### config.mk
export PLATFORM = sky130hd
export DESIGN_NAME = trimmed_mean_minmax_normalizer_unit
export DESIGN_NICKNAME = d
export VERILOG_FILES = /design/src/design/tmmn_pkg.sv /design/src/design/tmmn_div.sv /design/src/design/trimmed_mean_minmax_normalizer_unit.sv
export SDC_FILE = /design/constraint.sdc
export NUM_CORES = 1
export LEC_CHECK = 0
export BUFFER_PORTS_ARGS = -buffer_cell sky130_fd_sc_hd__buf_2
export CORE_ASPECT_RATIO = 0.75
export CORE_MARGIN = 8
export CORE_UTILIZATION = 55
export DETAILED_ROUTE_END_ITERATION = 12
export GPL_TIMING_DRIVEN = 1
export MAX_ROUTING_LAYER = met4
export PLACE_DENSITY = 0.74
export SYNTH_ARGS = -nofsm -noshare
export SYNTH_HDL_FRONTEND = slang
export SYNTH_SLANG_ARGS = --single-unit
### constraint.sdc
create_clock -name clk -period 6.7 [get_ports clk]
set_input_delay 0.67 -clock clk [delete_from_list [all_inputs] [get_ports clk]]
set_output_delay 0.67 -clock clk [all_outputs]
set_load 0.01 [all_outputs]
### src/design/tmmn_pkg.sv
// Shared constants, widths and divider interface types for the trimmed mean normaliser.
`timescale 1ns / 1ps
`default_nettype none
package tmmn_pkg;

	localparam int CHANNELS   = 7;
	localparam int MAX_WINDOW = 64;

	// Fixed field widths
	localparam int CH_W      = 3;
	localparam int SAMPLE_W  = 8;
	localparam int CFG_W     = 7;
	localparam int NORM_W    = 7;
	localparam int CENTER_W  = 8;
	localparam int OUT_SUM_W = 11;

	localparam int SAMPLE_MAX    = 255;
	localparam int RESET_WINDOW  = 22;
	localparam int MIN_WINDOW    = 3;
	localparam int NORM_SCALE    = 100;
	localparam int CENTER_OFFSET = 128;

	// Derived widths
	localparam int CNT_W      = $clog2(MAX_WINDOW + 1);
	localparam int EFF_W      = (CNT_W > CFG_W) ? CNT_W : CFG_W;
	localparam int SUM_W      = $clog2(MAX_WINDOW * SAMPLE_MAX + 1);
	localparam int NORM_NUM_W = $clog2(NORM_SCALE * SAMPLE_MAX + 1);
	localparam int DIV_W      = (SUM_W > NORM_NUM_W) ? SUM_W : NORM_NUM_W;
	localparam int DVS_W      = SAMPLE_W;
	localparam int STEP_W     = (DIV_W > 1) ? $clog2(DIV_W) : 1;
	localparam int IDX_W      = (CHANNELS > 1) ? $clog2(CHANNELS) : 1;
	localparam int TOT_W      = $clog2(CHANNELS * SAMPLE_MAX + 1);
	localparam int CHK_W      = CH_W + 2;

	typedef struct packed {
		logic             start;
		logic [DIV_W-1:0] dividend;
		logic [DVS_W-1:0] divisor;
	} div_req_t;

	typedef struct packed {
		logic             done;
		logic [DIV_W-1:0] quotient;
	} div_rsp_t;

endpackage
`default_nettype wire

### src/design/tmmn_div.sv
// Bit-serial restoring divider, one quotient bit per cycle.
`timescale 1ns / 1ps
`default_nettype none
module tmmn_div (
	input  wire logic               clk,
	input  wire logic               arst_n,
	input  wire tmmn_pkg::div_req_t req,
	output      tmmn_pkg::div_rsp_t rsp
);

	logic [tmmn_pkg::DIV_W-1:0]  num_q;   // dividend shifts out, quotient shifts in
	logic [tmmn_pkg::DVS_W-1:0]  rem_q;
	logic [tmmn_pkg::DVS_W-1:0]  dvs_q;
	logic [tmmn_pkg::STEP_W-1:0] step_q;
	logic                        busy_q;
	logic                        done_q;

	logic [tmmn_pkg::DVS_W:0]   trial;
	logic [tmmn_pkg::DVS_W:0]   diff;
	logic                       qbit;
	logic [tmmn_pkg::DVS_W-1:0] rem_n;

	always_comb begin
		trial = {rem_q, num_q[tmmn_pkg::DIV_W-1]};
		diff  = trial - {1'b0, dvs_q};
		qbit  = (trial >= {1'b0, dvs_q});
		rem_n = qbit ? diff[tmmn_pkg::DVS_W-1:0] : trial[tmmn_pkg::DVS_W-1:0];
	end

	always_ff @(posedge clk or negedge arst_n) begin
		if (!arst_n) begin
			busy_q <= 1'b0;
			done_q <= 1'b0;
			step_q <= '0;
		end else begin
			done_q <= 1'b0;
			if (req.start) begin
				busy_q <= 1'b1;
				step_q <= tmmn_pkg::STEP_W'(tmmn_pkg::DIV_W - 1);
			end else if (busy_q) begin
				if (step_q == '0) begin
					busy_q <= 1'b0;
					done_q <= 1'b1;
				end else begin
					step_q <= step_q - 1'b1;
				end
			end
		end
	end

	always_ff @(posedge clk) begin
		if (req.start) begin
			num_q <= req.dividend;
			dvs_q <= req.divisor;
			rem_q <= '0;
		end else if (busy_q) begin
			num_q <= {num_q[tmmn_pkg::DIV_W-2:0], qbit};
			rem_q <= rem_n;
		end
	end

	assign rsp.done     = done_q;
	assign rsp.quotient = num_q;

endmodule
`default_nettype wire

### src/design/trimmed_mean_minmax_normalizer_unit.sv
// Top level: windowed trimmed mean per sensor channel with min/max normalisation.
`timescale 1ns / 1ps
`default_nettype none
// Samples arrive as beats on the item channel; each beat with a valid channel index adds to
// the running window (sum, minimum, maximum, count). The beat that fills the window
// (window_count samples, held to 3..MAX_WINDOW) starts the end-of-window work: the trimmed
// mean (sum less minimum and maximum, over count less two) and then the scaled value
// 100*(v-floor)/(peak-floor) are each worked out by one shared bit-serial divider at one
// quotient bit per cycle, so a completing beat keeps item_stall high through both divisions
// and any time the result register waits on result_stall. Per-channel peak, floor and latest
// value sit in flip-flops reset to 0 (floor to 255); the sum over channels is kept as a running
// total. Beats whose channel index is out of range are taken and dropped. A flat range (peak
// equal to floor) gives 0. window_count is written through cfg_write_en/cfg_write_data; the
// user must write it only while the block is idle, as the block itself does not enforce this.
module trimmed_mean_minmax_normalizer_unit (
	input  wire logic                                  clk,
	input  wire logic                                  arst_n,
	input  wire logic                                  cfg_write_en,
	input  wire logic [tmmn_pkg::CFG_W-1:0]            cfg_write_data,
	input  wire logic                                  item_valid,
	output      logic                                  item_stall,
	input  wire logic [tmmn_pkg::CH_W-1:0]             channel,
	input  wire logic [tmmn_pkg::SAMPLE_W-1:0]         sample,
	output      logic                                  result_valid,
	input  wire logic                                  result_stall,
	output      logic [tmmn_pkg::CH_W-1:0]             out_channel,
	output      logic [tmmn_pkg::SAMPLE_W-1:0]         filtered,
	output      logic [tmmn_pkg::NORM_W-1:0]           normalized_value,
	output      logic signed [tmmn_pkg::CENTER_W-1:0]  centered_value,
	output      logic [tmmn_pkg::OUT_SUM_W-1:0]        strength_sum
);

	typedef enum logic [3:0] {
		ST_IDLE = 4'b0001,   // gathering samples
		ST_MEAN = 4'b0010,   // divider on the trimmed mean
		ST_NORM = 4'b0100,   // divider on the scaled value
		ST_EMIT = 4'b1000    // waiting for the result register
	} state_t;

	state_t state_q;

	logic [tmmn_pkg::CFG_W-1:0]    window_count_q;
	logic [tmmn_pkg::CNT_W-1:0]    cnt_q;
	logic [tmmn_pkg::SUM_W-1:0]    sum_q;
	logic [tmmn_pkg::SAMPLE_W-1:0] low_q;
	logic [tmmn_pkg::SAMPLE_W-1:0] high_q;

	logic [tmmn_pkg::SAMPLE_W-1:0] peak_q   [tmmn_pkg::CHANNELS];
	logic [tmmn_pkg::SAMPLE_W-1:0] floor_q  [tmmn_pkg::CHANNELS];
	logic [tmmn_pkg::SAMPLE_W-1:0] latest_q [tmmn_pkg::CHANNELS];
	logic [tmmn_pkg::TOT_W-1:0]    total_q;

	// End-of-window working registers
	logic [tmmn_pkg::CH_W-1:0]     ch_q;
	logic [tmmn_pkg::SAMPLE_W-1:0] filt_q;
	logic                          flat_q;
	logic [tmmn_pkg::NORM_W-1:0]   norm_q;

	// Result register
	logic                           res_valid_q;
	logic [tmmn_pkg::CH_W-1:0]      res_ch_q;
	logic [tmmn_pkg::SAMPLE_W-1:0]  res_filt_q;
	logic [tmmn_pkg::NORM_W-1:0]    res_norm_q;
	logic [tmmn_pkg::OUT_SUM_W-1:0] res_sum_q;

	tmmn_pkg::div_req_t div_req;
	tmmn_pkg::div_rsp_t div_rsp;

	logic                          accept;
	logic                          ch_ok;
	logic [tmmn_pkg::SUM_W-1:0]    sum_n;
	logic [tmmn_pkg::SAMPLE_W-1:0] low_n;
	logic [tmmn_pkg::SAMPLE_W-1:0] high_n;
	logic [tmmn_pkg::CNT_W-1:0]    cnt_n;
	logic [tmmn_pkg::EFF_W-1:0]    wc_ext;
	logic [tmmn_pkg::EFF_W-1:0]    eff_count;
	logic                          win_full;
	logic [tmmn_pkg::SUM_W-1:0]    trimmed;

	logic [tmmn_pkg::IDX_W-1:0]      idx;
	logic [tmmn_pkg::SAMPLE_W-1:0]   filt_n;
	logic [tmmn_pkg::SAMPLE_W-1:0]   peak_n;
	logic [tmmn_pkg::SAMPLE_W-1:0]   floor_n;
	logic [tmmn_pkg::SAMPLE_W-1:0]   span;
	logic [tmmn_pkg::SAMPLE_W-1:0]   offs;
	logic [tmmn_pkg::NORM_NUM_W-1:0] scaled;
	logic                            res_free;

	assign item_stall = (state_q != ST_IDLE);
	assign accept     = item_valid && !item_stall;
	assign ch_ok      = ({2'b00, channel} < tmmn_pkg::CHK_W'(tmmn_pkg::CHANNELS));
	assign res_free   = !res_valid_q || !result_stall;

	// Window accumulation for the beat on the input
	always_comb begin
		sum_n  = sum_q + tmmn_pkg::SUM_W'(sample);
		low_n  = (sample < low_q)  ? sample : low_q;
		high_n = (sample > high_q) ? sample : high_q;
		cnt_n  = cnt_q + 1'b1;
		wc_ext = tmmn_pkg::EFF_W'(window_count_q);
		if (wc_ext < tmmn_pkg::EFF_W'(tmmn_pkg::MIN_WINDOW)) begin
			eff_count = tmmn_pkg::EFF_W'(tmmn_pkg::MIN_WINDOW);
		end else if (wc_ext > tmmn_pkg::EFF_W'(tmmn_pkg::MAX_WINDOW)) begin
			eff_count = tmmn_pkg::EFF_W'(tmmn_pkg::MAX_WINDOW);
		end else begin
			eff_count = wc_ext;
		end
		win_full = (tmmn_pkg::EFF_W'(cnt_n) >= eff_count);
		trimmed  = sum_n - tmmn_pkg::SUM_W'(low_n) - tmmn_pkg::SUM_W'(high_n);
	end

	// Channel update once the mean is out of the divider
	always_comb begin
		idx = tmmn_pkg::IDX_W'(ch_q);
		if (div_rsp.quotient > tmmn_pkg::DIV_W'(tmmn_pkg::SAMPLE_MAX)) begin
			filt_n = tmmn_pkg::SAMPLE_W'(tmmn_pkg::SAMPLE_MAX);
		end else begin
			filt_n = div_rsp.quotient[tmmn_pkg::SAMPLE_W-1:0];
		end
		peak_n  = (filt_n > peak_q[idx])  ? filt_n : peak_q[idx];
		floor_n = (filt_n < floor_q[idx]) ? filt_n : floor_q[idx];
		span    = peak_n - floor_n;
		offs    = filt_n - floor_n;
		scaled  = tmmn_pkg::NORM_NUM_W'(offs) * tmmn_pkg::NORM_NUM_W'(tmmn_pkg::NORM_SCALE);
	end

	// Divider requests: mean at the filling beat, scaled value after the mean
	always_comb begin
		div_req = '0;
		if (state_q == ST_IDLE && accept && ch_ok && win_full) begin
			div_req.start    = 1'b1;
			div_req.dividend = tmmn_pkg::DIV_W'(trimmed);
			div_req.divisor  = tmmn_pkg::DVS_W'(cnt_n - tmmn_pkg::CNT_W'(2));
		end else if (state_q == ST_MEAN && div_rsp.done) begin
			div_req.start    = 1'b1;
			div_req.dividend = tmmn_pkg::DIV_W'(scaled);
			div_req.divisor  = span;
		end
	end

	tmmn_div u_div (
		.clk    (clk),
		.arst_n (arst_n),
		.req    (div_req),
		.rsp    (div_rsp)
	);

	always_ff @(posedge clk or negedge arst_n) begin
		if (!arst_n) begin
			state_q        <= ST_IDLE;
			window_count_q <= tmmn_pkg::CFG_W'(tmmn_pkg::RESET_WINDOW);
			cnt_q          <= '0;
			sum_q          <= '0;
			low_q          <= tmmn_pkg::SAMPLE_W'(tmmn_pkg::SAMPLE_MAX);
			high_q         <= '0;
			total_q        <= '0;
			res_valid_q    <= 1'b0;
			for (int i = 0; i < tmmn_pkg::CHANNELS; i++) begin
				peak_q[i]   <= '0;
				floor_q[i]  <= tmmn_pkg::SAMPLE_W'(tmmn_pkg::SAMPLE_MAX);
				latest_q[i] <= '0;
			end
		end else begin
			if (cfg_write_en) begin
				window_count_q <= cfg_write_data;
			end
			// a new beat may load as the old one leaves
			if (state_q == ST_EMIT && res_free) begin
				res_valid_q <= 1'b1;
			end else if (res_valid_q && !result_stall) begin
				res_valid_q <= 1'b0;
			end
			case (state_q)
				ST_IDLE: begin
					if (accept && ch_ok) begin
						if (win_full) begin
							cnt_q   <= '0;
							sum_q   <= '0;
							low_q   <= tmmn_pkg::SAMPLE_W'(tmmn_pkg::SAMPLE_MAX);
							high_q  <= '0;
							state_q <= ST_MEAN;
						end else begin
							cnt_q  <= cnt_n;
							sum_q  <= sum_n;
							low_q  <= low_n;
							high_q <= high_n;
						end
					end
				end
				ST_MEAN: begin
					if (div_rsp.done) begin
						peak_q[idx]   <= peak_n;
						floor_q[idx]  <= floor_n;
						latest_q[idx] <= filt_n;
						// running total: swap this channel's old value for the new one
						total_q <= total_q + tmmn_pkg::TOT_W'(filt_n)
							- tmmn_pkg::TOT_W'(latest_q[idx]);
						state_q <= ST_NORM;
					end
				end
				ST_NORM: begin
					if (div_rsp.done) begin
						state_q <= ST_EMIT;
					end
				end
				ST_EMIT: begin
					if (res_free) begin
						state_q <= ST_IDLE;
					end
				end
				default: begin
					state_q <= ST_IDLE;
				end
			endcase
		end
	end

	// Payload registers
	always_ff @(posedge clk) begin
		if (state_q == ST_IDLE && accept && ch_ok && win_full) begin
			ch_q <= channel;
		end
		if (state_q == ST_MEAN && div_rsp.done) begin
			filt_q <= filt_n;
			flat_q <= !(peak_n > floor_n);
		end
		if (state_q == ST_NORM && div_rsp.done) begin
			norm_q <= flat_q ? '0 : div_rsp.quotient[tmmn_pkg::NORM_W-1:0];
		end
		if (state_q == ST_EMIT && res_free) begin
			res_ch_q   <= ch_q;
			res_filt_q <= filt_q;
			res_norm_q <= norm_q;
			res_sum_q  <= tmmn_pkg::OUT_SUM_W'(total_q);
		end
	end

	assign result_valid     = res_valid_q;
	assign out_channel      = res_ch_q;
	assign filtered         = res_filt_q;
	assign normalized_value = res_norm_q;
	assign centered_value   = $signed(tmmn_pkg::CENTER_W'(res_norm_q)
		- tmmn_pkg::CENTER_W'(tmmn_pkg::CENTER_OFFSET));
	assign strength_sum     = res_sum_q;

endmodule
`default_nettype wire

==> summary.txt, run 1 <==
Timing
  • Hold_ws: 0.127 ns
  • Final period util: 0.970
  • Tightest Pin Transition: 1.08 ns
  • Max_slew headroom: 0.275
  • Setup violations, final: 0
  • Setup Skew: 0.0276 ns
  • Final Max Slew Viols: 0
  • Worst Slack Setup Final: 0.199 ns
  • Period minus WS final: 6.50 ns
  • Hold Violations, Final: 0
  • F_max: 154 MHz

Synth
  • FFs w/ async S/R, synth: 0.748
  • Post-synth EDFFs: 71
  • Synth area leader: dfrtp_1
  • Largest family of logic cells by synthesized area: compound AO/OA/AOI/OAI gates
  • Xor and xnor area share after synthesis: 0.0304
  • Top FF cell, synth: dfrtp_1
  • Synthesized netlist cell count: 1752
  • Mapped Area: 17600 sq um
  • Synthesis Warnings: 0
  • Mapped Nets: 1912
  • Register bit total from synthesis: 313
  • Post-synth cell types: 80
  • Synth top area share: 0.236
  • Synth Area in Compound Gates: 0.160
  • Simple-gate share of the synthesized area: 0.124
  • Synth area leaders: dfrtp_1, edfxtp_1, dfstp_2
  • Syn Area/Cell: 10.0 sq um
  • Mux share of post-synthesis cell area: 0.0671
  • Post-Synth Adder-Cell Area: 0.107
  • Sequential share of the synthesized area: 0.468

Detailed routing
  • Via count: 13500
  • Starting DRT DRC Count: 1470
  • Drt total wl: 44.5 mm
  • DR WL/cell: 19.7 um
  • DR DRC count: 0
  • Via-to-Cell Ratio: 5.97
  • Post-route ant nets: 0
  • Drt pass-1 iters: 6

Placement
  • Port bufs: 60
  • Final Wtd Congestion: 0.872
  • Detailed placement HPWL: 31.2 mm
  • Post-Place Cells: 2193
  • Dpl ws: 0.0705 ns

Cells and area
  • Most frequent cells in the layout: nand2_1, o21ai_0, dfrtp_1
  • Layout cells sized above 1: 0.191
  • Fin util: 0.632
  • # fillers: 2486
  • Nets: 1994
  • Syn-to-layout area delta: 12.9%
  • Reg area: 8230 sq um
  • Diodes inserted: 0
  • Non-Filler Instances: 2264
  • Commonest non-fill, non-tap cell in the layout: nand2_1
  • Area of the multi-input gates: 8720 sq um

Clock tree
  • Num CTS Buffers: 31
  • Root Buffer: clkbuf_16
  • Clock Tree Buf Depth: 3
  • Clock insertion delay at the later pin of the skew report: 0.58 ns
  • CTS tree: yes
  • Hold buffer count at cts: 0
  • CTS clk-pin slew, worst paths: 0.07 ns
  • Htree depth: 1
  • CTS sink cnt: 313

Power
  • Max IR drop VDD: 0.333 mV
  • Pwr Density: 394 nW/um^2
  • Leakage: 0.00877 uW

Floorplanning
  • Die H: 171 um
  • Ports: 62
  • Initial Utilization: 0.560
  • Die W: 222 um
  • Core area: 31400 sq um
  • Die area: 38000 sq um
  • Num rows: 56

Critical path
  • Critical Path RT: 6.98 ns
  • Capturing element type of the critical path: flop
  • Setup crit start kind: flop
  • Crit-path max FO: 7
  • Worst endpoint data arrival time: 6.78 ns
  • Crit Path Class: reg -> reg

Run
  • Max cap viols: 0

Global route
  • Largest net degree at the start of global routing: 120
  • Vias in the first global route: 13000
  • First-pass GRT wire length: 71.2 mm
  • Total GRT Usage: 0.239
  • Gr ovfl total: 0
  • Antenna violations before repair: 0

Min path
  • Worst min path class: in -> async

Run status
  • Status: finished clean
layer usage:
layer,track usage,part of all wire,vias to the layer above
li1,-,-,6320
met1,0.344,0.46,6580
met2,0.340,0.42,535
met3,0.0553,0.095,74
met4,0.0526,0.022,0
met5,-,0,-
sequential cells by signal, summed over array words and instances, names as in the netlist, 4 cells and up:
signal	flops
filtered	8
floor_q	56
u_div.num_q	15
peak_q	56
total_q	11
normalized_value	7
u_div.rem_q	8
wc_ext	7
low_q	8
filt_q	8
latest_q	56
cnt_q	7
u_div.step_q	4
sum_q	14
u_div.dvs_q	8
high_q	8
strength_sum	11
norm_q	7
state_q	4
kinds of logic (layout without fill, tap and decap cells):
group,after synthesis,count (layout)
fa+ha+maj,138,138
buf+inv,186,292
compound gates,457,457
xor+xnor,61,61
flops,313,313
other cells,1,1
simple gates,500,500
mux,96,96
Yosys cell counts, types with 13 or more instances:
master    count
o21bai_1     13
nor2b_1      19
o31ai_1      17
dfrtp_1     166
mux2_2       35
xor2_1       25
a22oi_1      18
clkbuf_1     61
nand3_1      21
dfstp_2      68
mux2i_1      47
o211ai_1     13
mux4_2       14
nor2_1       81
a21oi_1      66
nand2_1     303
inv_1        97
fa_1         21
edfxtp_1     71
o21ai_0     206
a21o_1       26
ha_1        116
xnor2_1      36
power breakdown:
group	leakage [uW]	switching, uW	total [uW]	internal (uW)
combinational	0.00454	2090	3590	1510
sequential	0.00373	215	2450	2230
clock	0.000495	761	1770	1010
worst paths after layout:
check                                    startpoint  slack, ns  depth (start not counted)                         to
worst max-delay path              ch_q[0]$_DFFE_PP_       0.20                         27  u_div.num_q[13]$_DFFE_PP_
worst min-delay path                         arst_n       0.13                          1   result_valid$_DFFE_PN0P_
worst max register to register    ch_q[0]$_DFFE_PP_       0.20                         27  u_div.num_q[13]$_DFFE_PP_
worst min register to register  filt_q[4]$_DFFE_PP_       0.42                          0      filtered[4]$_DFFE_PP_
max in group asynchronous                    arst_n       5.35                          2     peak_q[52]$_DFFE_PN0P_
min in group clk                  cfg_write_data[6]       0.33                          3      wc_ext[6]$_DFFE_PN0P_
cell type report:
type / instances / area share
clock buffers: 43 / 0.0450
repair buffers: 135 / 0.0493
clock inverters: 14 / 0.00662
multi-input cells: 1253 / 0.440
inverters: 100 / 0.0189
flip-flops and latches: 313 / 0.415
well taps: 406 / 0.0256
worst max-delay path: stages (launching register included):
cell	delay (ns)
edfxtp_1	0.54
mux4_2	0.54
mux2i_1	0.27
ha_1	0.29
or3_1	0.39
a21o_1	0.23
o21ai_2	0.08
mux2_4	0.33
inv_2	0.06
ha_1	0.13
inv_1	0.06
o21ai_0	0.11
a2bb2oi_1	0.12
a211o_1	0.33
xor2_1	0.17
ha_1	0.30
ha_1	0.31
fa_1	0.47
ha_1	0.36
a21oi_2	0.20
o21bai_1	0.10
a21oi_2	0.16
o21bai_1	0.09
a21oi_2	0.15
xor2_1	0.17
o21ai_1	0.07
nand2_1	0.09
o21ai_1	0.10
metrics by stage:
| stage | cell area, sq um | total power [uW] | TNS, ns |
|---|---|---|---|
| 3_5_place_dp | 18500 | 5860 | 0 |
| 4_1_cts | 19600 | 7660 | 0 |
| 6_report | 19800 | 7810 | 0 |
| 3_3_place_gp | 18500 | 5760 | 0 |
| 2_1_floorplan | 17600 | 4920 | 0 |
| 5_1_grt | 19800 | 8270 | -0.162 |
timing repair:
action                                  4_1_cts  5_1_grt
buffers inserted                              2       10
gates cloned                                  0        2
pin swaps                                     0       18
gates resized for setup                       2       30
endpoints found under the setup margin        1        3
(Power assumes the default switching activity.)
==> inputs of run 2 (changes only) <==
- RECOVER_POWER: default -> 100
==> summary.txt, run 2 (synthesis gave the netlist of run 1 again) <==
Timing
  • Final period util: 0.968 (was 0.970)
  • Hold_ws: 0.335 ns (was 0.127 ns)
  • F_max: 154 MHz (about the same)
  • Final Max Slew Viols: 156 (was 0)
  • Hold Violations, Final: 0 (unchanged)
  • Setup violations, final: 0 (unchanged)
  • Tightest Pin Transition: 5.22 ns (was 1.08 ns)
  • Period minus WS final: 6.49 ns (was 6.50 ns)
  • Setup Skew: 0.0301 ns (was 0.0276 ns)
  • Max_slew headroom: -2.48 (was 0.275)
  • Worst Slack Setup Final: 0.213 ns (was 0.199 ns)

Cells and area
  • Design area: 19800 sq um (about the same)
  • Syn-to-layout area delta: 12.4% (was 12.9%)
  • Reg area: 8230 sq um (unchanged)
  • Area of the multi-input gates: 8720 sq um (unchanged)
  • Commonest non-fill, non-tap cell in the layout: nand2_1 (unchanged)
  • Fin util: 0.629 (was 0.632)
  • Nets: 1994 (unchanged)
  • Biggest regs: floor_q (56), latest_q (56), peak_q (56) (unchanged)
  • Most frequent cells in the layout: nand2_1, o21ai_0, dfrtp_1 (unchanged)
  • Layout cells sized above 1: 0.162 (was 0.191)
  • Diodes inserted: 0 (unchanged)
  • # fillers: 2520 (was 2486)

Global route
  • Vias in the first global route: 13000 (unchanged)
  • Total GRT Usage: 0.239 (unchanged)
  • First-pass GRT wire length: 71.2 mm (unchanged)
  • Gr ovfl total: 0 (unchanged)
  • Antenna violations before repair: 0 (unchanged)
  • Largest net degree at the start of global routing: 120 (unchanged)

Detailed routing
  • Drt total wl: 44.6 mm (was 44.5 mm)
  • DR WL/cell: 19.7 um (about the same)
  • Starting DRT DRC Count: 1391 (was 1470)
  • DR DRC count: 0 (unchanged)
  • Via-to-Cell Ratio: 5.95 (was 5.97)
  • Via count: 13500 (about the same)
  • Drt pass-1 iters: 6 (unchanged)
  • Post-route ant nets: 0 (unchanged)

Min path
  • Worst min path class: in -> reg (was in -> async)
  • Hold Crit Start: cfg_write_data[6]

Placement
  • Port bufs: 60 (unchanged)
  • Dpl ws: 0.0705 ns (unchanged)
  • Detailed placement HPWL: 31.2 mm (unchanged)
  • Placed cell area: 18500 sq um (unchanged)
  • Final Wtd Congestion: 0.872 (unchanged)

Critical path
  • Capturing element type of the critical path: flop (unchanged)
  • Setup crit start kind: flop (unchanged)
  • Worst endpoint data arrival time: 6.76 ns (was 6.78 ns)
  • Critical Path RT: 6.98 ns (about the same)
  • Crit-path max FO: 7 (unchanged)
  • Crit Path Class: reg -> reg (unchanged)
  • R2R Path Start: ch_q[0]$_DFFE_PP_ (unchanged)
  • Critical Path Start: ch_q[0]$_DFFE_PP_ (unchanged)

Clock tree
  • Clock insertion delay at the later pin of the skew report: 0.58 ns (about the same)
  • Hold buffer count at cts: 0 (unchanged)
  • CTS sink cnt: 313 (unchanged)
  • Root Buffer: clkbuf_16 (unchanged)
  • Clock Tree Buf Depth: 3 (unchanged)
  • CTS tree: yes (unchanged)
  • Htree depth: 1 (unchanged)
  • Num CTS Buffers: 31 (unchanged)
  • CTS clk-pin slew, worst paths: 0.06 ns (was 0.07 ns)

Power
  • Max IR drop VDD: 0.331 mV (was 0.333 mV)
  • Leakage: 0.00863 uW (was 0.00877 uW)
  • Pwr Density: 395 nW/um^2 (was 394 nW/um^2)

Floorplanning
  • Core area: 31400 sq um (unchanged)
  • Die area: 38000 sq um (unchanged)
  • Die W: 222 um (unchanged)
  • Initial Utilization: 0.560 (unchanged)
  • Die H: 171 um (unchanged)
  • Num rows: 56 (unchanged)
  • Ports: 62 (unchanged)

Run status
  • Status: complete, but fails checks (was finished clean)
  • Failing checks: capacitance limit, slew limit

Run
  • Max cap viols: 2 (was 0)
run 2: cell count changes in the layout (fill, tap and decap cells not counted), sizes merged:
| cell | change |
|---|---|
| buf | -49 |
| dlymetal6s4s | +1 |
| clkbuf | +48 |
run 2: layout make-up:
cell class	instances	area share
Clock buffer	43	0.0452
Clock inverter	14	0.00665
Inverter	100	0.0190
Multi-Input combinational cell	1253	0.441
Sequential cell	313	0.417
Tap cell	406	0.0257
Timing Repair Buffer	135	0.0453
run 2: repair_timing:
item                       4_1_cts  5_1_grt
pin swaps                        0       18
setup buffers                    2       10
cloned                           0        2
gates resized for setup          2       30
setup endpoints to repair        1        3
run 2: worst max-delay path, cell delays in order (launching register included):
cell	delay, ns
edfxtp_1	0.55
mux4_2	0.54
mux2i_1	0.27
ha_1	0.29
or3_1	0.39
a21o_1	0.22
o21ai_2	0.08
mux2_4	0.33
inv_2	0.07
ha_1	0.13
inv_1	0.06
o21ai_0	0.10
a2bb2oi_1	0.12
a211o_1	0.33
xor2_1	0.18
ha_1	0.30
ha_1	0.31
fa_1	0.47
ha_1	0.36
a21oi_2	0.20
o21bai_1	0.10
a21oi_2	0.16
o21bai_1	0.09
a21oi_2	0.15
xor2_1	0.17
o21ai_1	0.07
nand2_1	0.08
o21ai_1	0.10
run 2: metal layers:
metal  up-vias  part of all wire  wire length (um)  global-route usage
met5         -                 0                 0                   -
met4         0             0.023              1030              0.0526
met3        76             0.093              4170              0.0553
met2       549              0.42             18600               0.340
met1      6533              0.47             20800               0.344
li1       6323                 -                 -                   -
run 2: worst paths after layout:
kind / depth (start not counted) / slack, ns / endpoint
max: 27 / 0.21 / u_div.num_q[13]$_DFFE_PP_
min: 3 / 0.33 / wc_ext[6]$_DFFE_PN0P_
max reg2reg: 27 / 0.21 / u_div.num_q[13]$_DFFE_PP_
min reg2reg: 0 / 0.42 / filtered[4]$_DFFE_PP_
max in group asynchronous: 1 / 1.60 / peak_q[28]$_DFFE_PN0P_
min in group asynchronous: 1 / 2.10 / result_valid$_DFFE_PN0P_
run 2: power by group:
group	leakage (uW)	internal, uW	switching [uW]	total, uW
logic	0.00440	1500	2080	3580
registers	0.00373	2230	216	2450
clock network	0.000495	1010	760	1770
run 2: metrics by stage:
stage	cells	power (uW)	setup TNS [ns]
floorplan	1752	4920	0
global placement	2193	5760	0
detailed placement	2193	5860	0
CTS	2252	7660	0
global route	2264	8270	-0.161
finish	2264	7800	0
==> inputs of run 3 (changes only) <==
- CORE_MARGIN: 8 -> 5
- PLACE_DENSITY: 0.74 -> 0.71
- clock period: 6.7 -> 7.9 ns (I/O delays scaled with it)
==> summary.txt, run 3 (synthesis gave the netlist of run 1 again) <==
Clock tree
  • Htree depth: 2 (was 1)
  • Clock insertion delay at the later pin of the skew report: 0.53 ns (was 0.58 ns)
  • Root Buffer: clkbuf_16 (unchanged)
  • CTS clk-pin slew, worst paths: 0.06 ns (about the same)
  • Clock Tree Buf Depth: 3 (unchanged)
  • CTS sink cnt: 313 (unchanged)
  • Num CTS Buffers: 34 (was 31)
  • CTS tree: yes (unchanged)

Global route
  • Gr ovfl total: 0 (unchanged)
  • First-pass GRT wire length: 72.2 mm (was 71.2 mm)
  • Total GRT Usage: 0.261 (was 0.239)
  • Vias in the first global route: 12800 (was 13000)
  • Met3 Resource Use GR: 0.0526 (was 0.0553)
  • Most crowded layer after global routing: met1 (unchanged)
  • Met1 Use GR: 0.393 (was 0.344)
  • Antenna violations before repair: 0 (unchanged)
  • Largest net degree at the start of global routing: 125 (was 120)
  • GR Util met2: 0.372 (was 0.340)

Timing
  • Period minus WS final: 7.37 ns (was 6.49 ns)
  • Setup Skew: 0.0171 ns (was 0.0301 ns)
  • Setup violations, final: 0 (unchanged)
  • RSZ-0062 raised after global routing: no
  • Hold Violations, Final: 0 (unchanged)
  • Tightest Pin Transition: 5.84 ns (was 5.22 ns)
  • Hold_ws: 0.419 ns (was 0.335 ns)
  • Final period util: 0.932 (was 0.968)
  • Setup TNS: 0 ns (unchanged)
  • F_max: 136 MHz (was 154 MHz)
  • Max_slew headroom: -2.90 (was -2.48)
  • Final Max Slew Viols: 317 (was 156)

Cells and area
  • Fin util: 0.621 (was 0.629)
  • Area of the multi-input gates: 8540 sq um (was 8720 sq um)
  • Reg area: 8230 sq um (unchanged)
  • Commonest non-fill, non-tap cell in the layout: nand2_1 (unchanged)
  • # fillers: 2639 (was 2520)
  • Biggest regs: floor_q (56), latest_q (56), peak_q (56) (unchanged)
  • Most frequent cells in the layout: nand2_1, o21ai_0, dfrtp_1 (unchanged)
  • Layout cells sized above 1: 0.132 (was 0.162)
  • Nets: 1969 (was 1994)
  • Non-Filler Instances: 2241 (was 2264)
  • Diodes inserted: 0 (unchanged)
  • Syn-to-layout area delta: 11.0% (was 12.4%)

Detailed routing
  • DR DRC count: 0 (unchanged)
  • Post-route ant nets: 0 (unchanged)
  • Drt total wl: 44.6 mm (about the same)
  • DR WL/cell: 19.9 um (was 19.7 um)
  • Via-to-Cell Ratio: 5.93 (was 5.95)
  • Drt pass-1 iters: 8 (was 6)
  • Via count: 13300 (was 13500)
  • Starting DRT DRC Count: 1182 (was 1391)

Critical path
  • Worst Reg-to-Reg Cells: 32 (was 27)
  • CP max stage cell: clkbuf_1 (was edfxtp_1)
  • Setup crit start kind: flop (unchanged)
  • R2r endpoint: u_div.num_q[13]$_DFFE_PP_ (unchanged)
  • Critical Path RT: 8.13 ns (was 6.98 ns)
  • Worst endpoint data arrival time: 7.60 ns (was 6.76 ns)
  • Crit-path max FO: 10 (was 7)
  • Max incr delay on CP: 0.58 ns (was 0.55 ns)
  • R2R Path Start: u_div.num_q[9]$_DFFE_PP_ (was ch_q[0]$_DFFE_PP_)
  • R2R Setup Slk: 0.53 ns (was 0.21 ns)
  • Crit Path Class: reg -> reg (unchanged)
  • Capturing element type of the critical path: flop (unchanged)

Run
  • Max cap viols: 7 (was 2)

Floorplanning
  • Initial Utilization: 0.560 (unchanged)
  • Num rows: 56 (unchanged)
  • Die H: 165 um (was 171 um)
  • Ports: 62 (unchanged)
  • Die W: 216 um (was 222 um)
  • Die area: 35700 sq um (was 38000 sq um)
  • Core area: 31400 sq um (unchanged)

Placement
  • Detailed placement HPWL: 31.2 mm (about the same)
  • Port bufs: 60 (unchanged)
  • Final Wtd Congestion: 0.926 (was 0.872)
  • Post-Place Cells: 2176 (was 2193)

Power
  • Clock share of power: 0.267 (was 0.226)
  • Leakage: 0.00851 uW (was 0.00863 uW)
  • Sequential power share: 0.301 (was 0.314)
  • Pint: 4250 uW (was 4740 uW)
  • Pwr Density: 352 nW/um^2 (was 395 nW/um^2)
  • Comb pwr share: 0.432 (was 0.460)
  • Switching power: 2610 uW (was 3050 uW)
  • Net Sw Frac: 0.380 (was 0.392)
  • Max IR drop VDD: 0.412 mV (was 0.331 mV)

Min path
  • Hold Path Depth: 0 (was 3)
  • Hold Crit Start: filt_q[6]$_DFFE_PP_ (was cfg_write_data[6])
  • Worst min path class: reg -> reg (was in -> reg)
  • Worst hold path endpoint: filtered[6]$_DFFE_PP_ (was wc_ext[6]$_DFFE_PN0P_)

Run status
  • Status: complete, but fails checks (unchanged)
  • Failing checks: capacitance limit, slew limit (unchanged)
-- run 3: cell types whose count changed in the layout (fill, tap and decap cells not counted), moves of 5 or more --
| cell | before | now |
|---|---|---|
| o21ai_1 | 18 | 6 |
| clkbuf_1 | 54 | 61 |
| a21oi_1 | 60 | 69 |
| a21oi_2 | 9 | 0 |
| bufinv_16 | 2 | 7 |
| buf_12 | 5 | 0 |
| o21ai_0 | 199 | 212 |
| buf_4 | 58 | 29 |
-- run 3: worst max-delay path: cells and delay by family, from the launching register on --
| kind | cells | cell delay [ns] |
|---|---|---|
| mux | 1 | 0.45 |
| buf+inv | 7 | 1.06 |
| flops | 1 | 0.42 |
| compound gates | 10 | 1.55 |
| fa+ha+maj | 7 | 2.06 |
| xor+xnor | 2 | 0.40 |
| simple gates | 5 | 1.10 |
-- run 3: layer usage --
layer / up-vias / routed length, um
met4: 0 / 727
li1: 6279 / -
met1: 6476 / 21100
met3: 60 / 3730
met5: - / 0
met2: 479 / 19000
-- run 3: power by group through the flow --
stage / registers [uW] / clock network, uW / logic [uW]
4_1_cts: 2070 / 1860 / 2910
2_1_floorplan: 2020 / 0 / 2150
3_3_place_gp: 2080 / 0 / 2810
5_1_grt: 2090 / 1930 / 3280
3_5_place_dp: 2090 / 0 / 2880
6_report: 2070 / 1830 / 2960
-- run 3: cell type report --
class | count | share of cell area
clock buffer | 47 | 0.0535
clock inverter | 15 | 0.0132
inverter | 100 | 0.0192
multi-input combinational | 1253 | 0.438
sequential | 313 | 0.422
tap | 406 | 0.0261
timing repair buffer | 107 | 0.0277
-- run 3: repair_timing --
| item | in CTS | in global routing |
|---|---|---|
| hold buffers | 0 | 0 |
| endpoints found under the setup margin | 0 | 2 |
| buffers inserted | 0 | 3 |
| resized for setup | 0 | 3 |
-- run 3: worst max path at each step --
| stage | startpoint | to | cells past startpoint |
|---|---|---|---|
| finish | u_div.num_q[9]$_DFFE_PP_ | u_div.num_q[13]$_DFFE_PP_ | 32 |
| global route | u_div.num_q[9]$_DFFE_PP_ | u_div.num_q[13]$_DFFE_PP_ | 32 |
| CTS | ch_q[1]$_DFFE_PP_ | u_div.num_q[13]$_DFFE_PP_ | 33 |
| detailed placement | ch_q[1]$_DFFE_PP_ | u_div.num_q[13]$_DFFE_PP_ | 33 |
| global placement | ch_q[0]$_DFFE_PP_ | u_div.num_q[13]$_DFFE_PP_ | 33 |
| floorplan | ch_q[1]$_DFFE_PP_ | u_div.num_q[14]$_DFFE_PP_ | 36 |
-- run 3: per-stage QoR --
stage | area [sq um] | worst slack, ns | power [uW]
3_5_place_dp | 18400 | 0.633 | 4970
2_1_floorplan | 17600 | 0.758 | 4170
5_1_grt | 19500 | 0.0379 | 7300
4_1_cts | 19700 | 0.584 | 6840
6_report | 19500 | 0.534 | 6860
3_3_place_gp | 18400 | 0.816 | 4900
